### src/hw/rtl/kfsd_pkg.sv
package kfsd_pkg;

	localparam int POOL_DEPTH_DEF = 16;
	localparam int SIG_W          = 6;
	localparam int WORD_W         = 32;

	typedef enum logic [1:0] {
		ST_OK        = 2'd0,
		ST_FULL      = 2'd1,
		ST_NOT_FOUND = 2'd2
	} status_t;

	typedef enum logic {
		KIND_ENQ = 1'b0,
		KIND_DEQ = 1'b1
	} kind_t;

	typedef enum logic {
		FSM_IDLE,
		FSM_FINISH
	} fsm_t;

	typedef struct packed {
		logic capture;
		logic commit;
	} cmd_t;

endpackage

### src/hw/rtl/kfsd_ctrl.sv
module kfsd_ctrl (
	input  logic          clk,
	input  logic          arst_n,
	input  logic          in_valid,
	output logic          in_stall,
	output logic          out_valid,
	input  logic          out_stall,
	output kfsd_pkg::cmd_t cmd
);
	import kfsd_pkg::*;

	fsm_t state_q, state_d;
	logic out_valid_q;

	always_ff @(posedge clk or negedge arst_n) begin
		if (!arst_n) begin
			state_q <= FSM_IDLE;
		end else begin
			state_q <= state_d;
		end
	end

	always_comb begin
		state_d     = state_q;
		cmd.capture = 1'b0;
		cmd.commit  = 1'b0;
		in_stall    = 1'b1;
		unique case (state_q)
			FSM_IDLE: begin
				in_stall = 1'b0;
				if (in_valid) begin
					cmd.capture = 1'b1;
					state_d     = FSM_FINISH;
				end
			end
			FSM_FINISH: begin
				// hold the item until the output register is free
				if (!out_valid_q || !out_stall) begin
					cmd.commit = 1'b1;
					state_d    = FSM_IDLE;
				end
			end
			default: state_d = FSM_IDLE;
		endcase
	end

	always_ff @(posedge clk or negedge arst_n) begin
		if (!arst_n) begin
			out_valid_q <= 1'b0;
		end else if (cmd.commit) begin
			out_valid_q <= 1'b1;
		end else if (!out_stall) begin
			out_valid_q <= 1'b0;
		end
	end

	assign out_valid = out_valid_q;

	a_commit_gives_beat: assert property (@(posedge clk) disable iff (!arst_n)
		cmd.commit |=> out_valid_q)
		else $error("commit did not present a result beat");

	a_capture_to_finish: assert property (@(posedge clk) disable iff (!arst_n)
		cmd.capture |=> (state_q == FSM_FINISH))
		else $error("captured beat not followed by finish");

	a_no_overwrite: assert property (@(posedge clk) disable iff (!arst_n)
		(out_valid_q && out_stall) |-> !cmd.commit)
		else $error("commit over a stalled result");

endmodule

### src/hw/rtl/kfsd_dp.sv
module kfsd_dp #(
	parameter int POOL_DEPTH = kfsd_pkg::POOL_DEPTH_DEF
) (
	input  logic                       clk,
	input  logic                       arst_n,
	input  kfsd_pkg::cmd_t             cmd,
	input  logic                       kind,
	input  logic [kfsd_pkg::SIG_W-1:0]  signal_number,
	input  logic [kfsd_pkg::WORD_W-1:0] info_word,
	output logic [1:0]                 status,
	output logic                       more_pending,
	output logic [kfsd_pkg::WORD_W-1:0] info_out
);
	import kfsd_pkg::*;

	localparam int OCC_W = $clog2(POOL_DEPTH + 1);

	logic [SIG_W-1:0]  sig_q [POOL_DEPTH];
	logic [WORD_W-1:0] pay_q [POOL_DEPTH];
	logic [OCC_W-1:0]  occ_q;

	kind_t             kind_s1;
	logic [SIG_W-1:0]  sig_s1;
	logic [WORD_W-1:0] word_s1;
	logic [POOL_DEPTH-1:0] hit_s1;
	logic              more_s1;

	logic [POOL_DEPTH-1:0] match;
	logic [POOL_DEPTH-1:0] first;
	logic [POOL_DEPTH-1:0] shift_en;
	logic [WORD_W-1:0]     sel_pay;
	logic                  found;
	logic                  full;

	status_t           status_q;
	logic              more_q;
	logic [WORD_W-1:0] info_q;

	// parallel compare against live slots, keep the oldest hit
	always_comb begin
		for (int i = 0; i < POOL_DEPTH; i++) begin
			match[i] = (OCC_W'(i) < occ_q) && (sig_q[i] == signal_number);
		end
		first = match & (~match + 1'b1);
	end

	always_ff @(posedge clk) begin
		if (cmd.capture) begin
			kind_s1 <= kind_t'(kind);
			sig_s1  <= signal_number;
			word_s1 <= info_word;
			hit_s1  <= first;
			more_s1 <= |(match & ~first);
		end
	end

	assign found    = |hit_s1;
	assign full     = (occ_q == OCC_W'(POOL_DEPTH));
	assign shift_en = ~(hit_s1 - 1'b1);

	always_comb begin
		sel_pay = '0;
		for (int i = 0; i < POOL_DEPTH; i++) begin
			sel_pay = sel_pay | ({WORD_W{hit_s1[i]}} & pay_q[i]);
		end
	end

	// append at tail, or compact everything above the removed slot
	always_ff @(posedge clk) begin
		if (cmd.commit) begin
			for (int i = 0; i < POOL_DEPTH; i++) begin
				if (kind_s1 == KIND_ENQ) begin
					if (!full && (OCC_W'(i) == occ_q)) begin
						sig_q[i] <= sig_s1;
						pay_q[i] <= word_s1;
					end
				end else if (found && shift_en[i] && (i + 1 < POOL_DEPTH)) begin
					sig_q[i] <= sig_q[(i + 1) % POOL_DEPTH];
					pay_q[i] <= pay_q[(i + 1) % POOL_DEPTH];
				end
			end
		end
	end

	always_ff @(posedge clk or negedge arst_n) begin
		if (!arst_n) begin
			occ_q <= '0;
		end else if (cmd.commit) begin
			if (kind_s1 == KIND_ENQ) begin
				if (!full) begin
					occ_q <= occ_q + 1'b1;
				end
			end else if (found) begin
				occ_q <= occ_q - 1'b1;
			end
		end
	end

	always_ff @(posedge clk) begin
		if (cmd.commit) begin
			if (kind_s1 == KIND_ENQ) begin
				status_q <= full ? ST_FULL : ST_OK;
				more_q   <= 1'b0;
				info_q   <= '0;
			end else begin
				status_q <= found ? ST_OK : ST_NOT_FOUND;
				more_q   <= found & more_s1;
				info_q   <= found ? sel_pay : '0;
			end
		end
	end

	assign status       = status_q;
	assign more_pending = more_q;
	assign info_out     = info_q;

	a_occ_bound: assert property (@(posedge clk) disable iff (!arst_n)
		occ_q <= OCC_W'(POOL_DEPTH))
		else $error("occupancy beyond pool depth");

	a_single_hit: assert property (@(posedge clk) disable iff (!arst_n)
		cmd.capture |=> $onehot0(hit_s1))
		else $error("more than one slot selected");

	a_deq_shrinks: assert property (@(posedge clk) disable iff (!arst_n)
		(cmd.commit && kind_s1 == KIND_DEQ && found) |=> occ_q == $past(occ_q) - 1'b1)
		else $error("dequeue did not drop occupancy");

endmodule

### src/hw/rtl/keyed_fifo_selective_dequeue_top.sv
// Keyed FIFO with selective dequeue.
// Input channel (in_valid / in_stall) carries one beat per operation:
//   kind 0 appends {signal_number, info_word} at the tail of the queue,
//   kind 1 removes the oldest queued record whose number equals signal_number.
// Output channel (out_valid / out_stall) returns exactly one beat per input
// beat, in order: status (0 ok, 1 full, 2 not found), more_pending and info_out.
// The accept cycle runs the parallel compare of all pool slots and latches
// the oldest hit; the commit then shifts the later records down one slot
// (or writes the tail) and loads the output register.
// The result is visible the cycle after that commit, and a new beat is
// taken only once the previous one has committed.
// A finished result waits in the output register; the next beat is still
// accepted, and its commit holds only while that older result is stalled.
// Reset empties the queue at once; no clearing pass is needed.
module keyed_fifo_selective_dequeue_top #(
	parameter int POOL_DEPTH = kfsd_pkg::POOL_DEPTH_DEF
) (
	input  logic                        clk,
	input  logic                        arst_n,
	input  logic                        in_valid,
	output logic                        in_stall,
	input  logic                        kind,
	input  logic [kfsd_pkg::SIG_W-1:0]  signal_number,
	input  logic [kfsd_pkg::WORD_W-1:0] info_word,
	output logic                        out_valid,
	input  logic                        out_stall,
	output logic [1:0]                  status,
	output logic                        more_pending,
	output logic [kfsd_pkg::WORD_W-1:0] info_out
);
	import kfsd_pkg::*;

	cmd_t cmd;

	kfsd_ctrl u_ctrl (
		.clk       (clk),
		.arst_n    (arst_n),
		.in_valid  (in_valid),
		.in_stall  (in_stall),
		.out_valid (out_valid),
		.out_stall (out_stall),
		.cmd       (cmd)
	);

	kfsd_dp #(
		.POOL_DEPTH (POOL_DEPTH)
	) u_dp (
		.clk           (clk),
		.arst_n        (arst_n),
		.cmd           (cmd),
		.kind          (kind),
		.signal_number (signal_number),
		.info_word     (info_word),
		.status        (status),
		.more_pending  (more_pending),
		.info_out      (info_out)
	);

endmodule

### config.mk
export PLATFORM = sky130hd
export DESIGN_NAME = keyed_fifo_selective_dequeue_top
export DESIGN_NICKNAME = d
export VERILOG_FILES = /design/src/hw/rtl/kfsd_pkg.sv /design/src/hw/rtl/kfsd_ctrl.sv /design/src/hw/rtl/kfsd_dp.sv /design/src/hw/rtl/keyed_fifo_selective_dequeue_top.sv
export SDC_FILE = /design/constraint.sdc
export NUM_CORES = 1
export LEC_CHECK = 0
export ABC_AREA = 0
export BUFFER_PORTS_ARGS = -buffer_cell sky130_fd_sc_hd__buf_2
export CAP_MARGIN = 10
export CORE_AREA = 2 2 274 276
export CTS_CLUSTER_SIZE = 20
export DETAILED_ROUTE_END_ITERATION = 10
export DIE_AREA = 0 0 276 278
export HOLD_SLACK_MARGIN = 0.12
export PLACE_DENSITY = 0.72
export SLEW_MARGIN = 20
export SYNTH_ARGS = -nofsm -noshare
export SYNTH_HDL_FRONTEND = slang
export SYNTH_SLANG_ARGS = --single-unit
### constraint.sdc
create_clock -name clk -period 10.42 [get_ports clk]
set_clock_uncertainty 0.05 [all_clocks]
set_input_delay 3.126 -clock clk [delete_from_list [all_inputs] [get_ports clk]]
set_output_delay 3.126 -clock clk [all_outputs]
set_load 0.02 [all_outputs]
==> metrics.yaml <==
global_route:
  antenna_found_initial: 1
  track_usage_pct: 25.50
  grt_max_degree: 57
  first_global_vias: 21549
  grt_overflow: 0
  grt_first_pass_wirelength_mm: 143.9
synth:
  synth.area.top_cells: "edfxtp_1 62%, mux2_2 18%, a221oi_1 2.5%, a22o_1 2.5%, xnor2_1 1.7%"
  synth_top_cell_by_area: "edfxtp_1"
  yosysMostFrequentCell: "edfxtp_1"
  ys_ff_latch: 706
  mappedNetlistArea_um2: 33630
  yosys-top-cells-count: "699 x edfxtp_1, 535 x mux2_2, 103 x clkbuf_1, 96 x a221oi_1, 96 x a22o_1"
  synth_warnings: 0
  synth_top_area_share_pct: 62.41
  yosys_most_used_dff: "edfxtp_1"
  netlist_instances: 2103
  synth_nets: 2152
  async_reset_ff_share_pct: 0.9915
  yosysSeqAreaShare_pct: 62.93
  synth_edf_count: 699
  syn_area_per_cell_um2: 15.99
  yosysUniqueCellTypes: 56
sta:
  fin_crit_sh_pct: 58.52
  period_needed_ns: 6.098
  rsz0062_at_grt: "no"
  worstMarginPinSlew_ns: 0.9850
  hold_viol_final: 0
  setup_viol: 0
  max_slew_margin_pct: 34.33
  clock.fmax_ghz: 0.1640
  finalMaxSlewViolations: 0
  whs_ns: 0.5084
  timing.setup.tns_ns: 0
critical_path:
  startpoint: "out_stall"
  endpoint_kind: "register"
  crit_type: "in2reg"
  startpoint_type: "input pin"
  path_max_fanout: 41
  required_ns: 10.65
  reg2reg_from: "u_dp.hit_s1[1]"
  critical_path_arrival_ns: 6.32
  r2r_cells: 10
finish:
  drive_above_1_share_pct: 38.71
  antennaDiodeCount: 0
  area_growth_pct: 9.825
  fillers: 6077
  fin_nets: 2158
placement:
  hpwlAfterDp_mm: 51.78
  portBuffers: 79
  gp_congestion: 0.8704
clocking:
  clkSinkCount: 706
  cts_resized: 0
  cts.clk_slew.worst_paths_ns: 0.05
  numCtsBuffers: 77
  htree_levels: 3
  cts_setup_buffers: 0
  cts_tree: "built"
  clockBufferDepth: 3
  clock_latency_ns: 0.64
  clockRootBuffer: "clkbuf_16"
  cts-hold-fix-buffers: 0
min_path:
  min_path_cells: 1
  min_from: "u_dp.more_s1"
  hp-class: "reg2reg"
power:
  pwr_density_cell_nw_per_um2: 248.7
  ir_worst_vdd_mv: 0.1195
  p_leak_nw: 12.44
detailed_routing:
  wl_per_cell_um: 31.78
  wirelength_mm: 99.76
  viasPerCell: 6.642
  first_pass_iters: 9
  ant_nets: 0
  drc: 1
  drt_iter0_drc: 2939
  vias: 20849
floorplanning:
  die_x_um: 276
  io_pins: 80
  coreArea_um2: 73820
  initial_core_util_pct: 45.56
  die_area_um2: 76730
  num_rows: 100
  die_height_um: 278
outcome:
  outcome: "finished with violations"
  violations: "design-rule violations"
run:
  max_cap_viol_count: 0
path summary, 6_finish.rpt:
kind	slack, ns	endpoint
worst max-delay path	4.32	u_dp.pay_q[1][6]
worst min-delay path	0.51	u_dp.more_pending
worst max register to register	5.88	u_dp.pay_q[1][6]
worst min register to register	0.51	u_dp.more_pending
max in group asynchronous	7.86	u_ctrl.state_q
min in group asynchronous	2.30	u_dp.occ_q[4]
stage by stage:
step,worst slack [ns],cells,utilization [%],total power (W),cell area [um^2]
2_1_floorplan,1.417,2103,-,0.005773,33630
3_3_place_gp,3.577,2999,46.84,0.006517,34580
3_5_place_dp,3.460,2999,46.84,0.006594,34580
4_1_cts,4.088,3139,50.02,0.009176,36920
5_1_grt,4.227,3139,50.03,0.009457,36940
6_report,4.322,3139,50.03,0.009184,36940
cell families after synthesis:
group           Yosys count  share of synthesized area [%]
flops                   706                          62.93
mux                     571                          19.52
compound gates          324                          7.750
buf+inv                 194                          3.140
simple gates            189                          3.486
xor+xnor                112                          2.917
fa+ha+maj                 7                         0.2530
cell usage in the layout (no fill, tap or decap), types with 9 or more instances in the layout:
cell type / Yosys / routed
clkinv_2: 0 / 19
nand3_1: 14 / 12
nand2_4: 8 / 9
nand2_1: 33 / 25
nor4_1: 11 / 11
xor2_1: 46 / 46
edfxtp_1: 699 / 699
mux2_2: 535 / 535
a22oi_1: 64 / 64
and3_1: 38 / 38
clkbuf_16: 0 / 78
mux2_4: 36 / 36
a31oi_1: 35 / 35
nand4_1: 18 / 18
xnor2_1: 66 / 66
nor3_1: 9 / 9
a221oi_1: 96 / 96
clkbuf_1: 103 / 13
clkinv_1: 0 / 18
nor2_1: 21 / 20
a22o_1: 96 / 96
buf_4: 21 / 35
buf_2: 25 / 79
sequential cells by signal, summed over array words and instances, names as in the netlist:
signal	flops
u_ctrl.out_valid	1
u_dp.word_s1	32
u_dp.info_out	32
u_dp.hit_s1	16
u_dp.occ_q	5
u_dp.pay_q	512
u_dp.more_pending	1
u_dp.kind_s1	1
u_dp.sig_q	96
u_dp.more_s1	1
u_ctrl.state_q	1
u_dp.sig_s1	6
u_dp.status	2
critical path, stage by stage:
cell and delay, ns:
buf_2 0.12, a21boi_4 0.14, buf_4 0.59, and3_4 0.54, nand2_4 0.50, nand2_2 0.79, buf_4 0.48
where the power goes:
group / switching, W / internal [W]
Combinational: 0.00137 / 0.000904
Clock: 0.00114 / 0.00145
Sequential: 0.000421 / 0.00390
final cells by class:
cell class	instances	area (um^2)	area share, %
sequential	706	21170	57.30
multi-input combinational	1203	11530	31.21
clock inverter	49	345.3	0.9350
inverter	7	26.28	0.07114
tap	969	1212	3.283
clock buffer	91	2001	5.417
timing repair buffer	114	658.1	1.782
layer usage:
layer  wire, um  up-vias  track usage [%]
li1           -     8428                -
met1      37580    10669            32.93
met2      47380     1452            41.65
met3      10250      300            4.491
met4       4545        0            12.76
met5          0        -                0
Power figures use the tool's default switching activity.
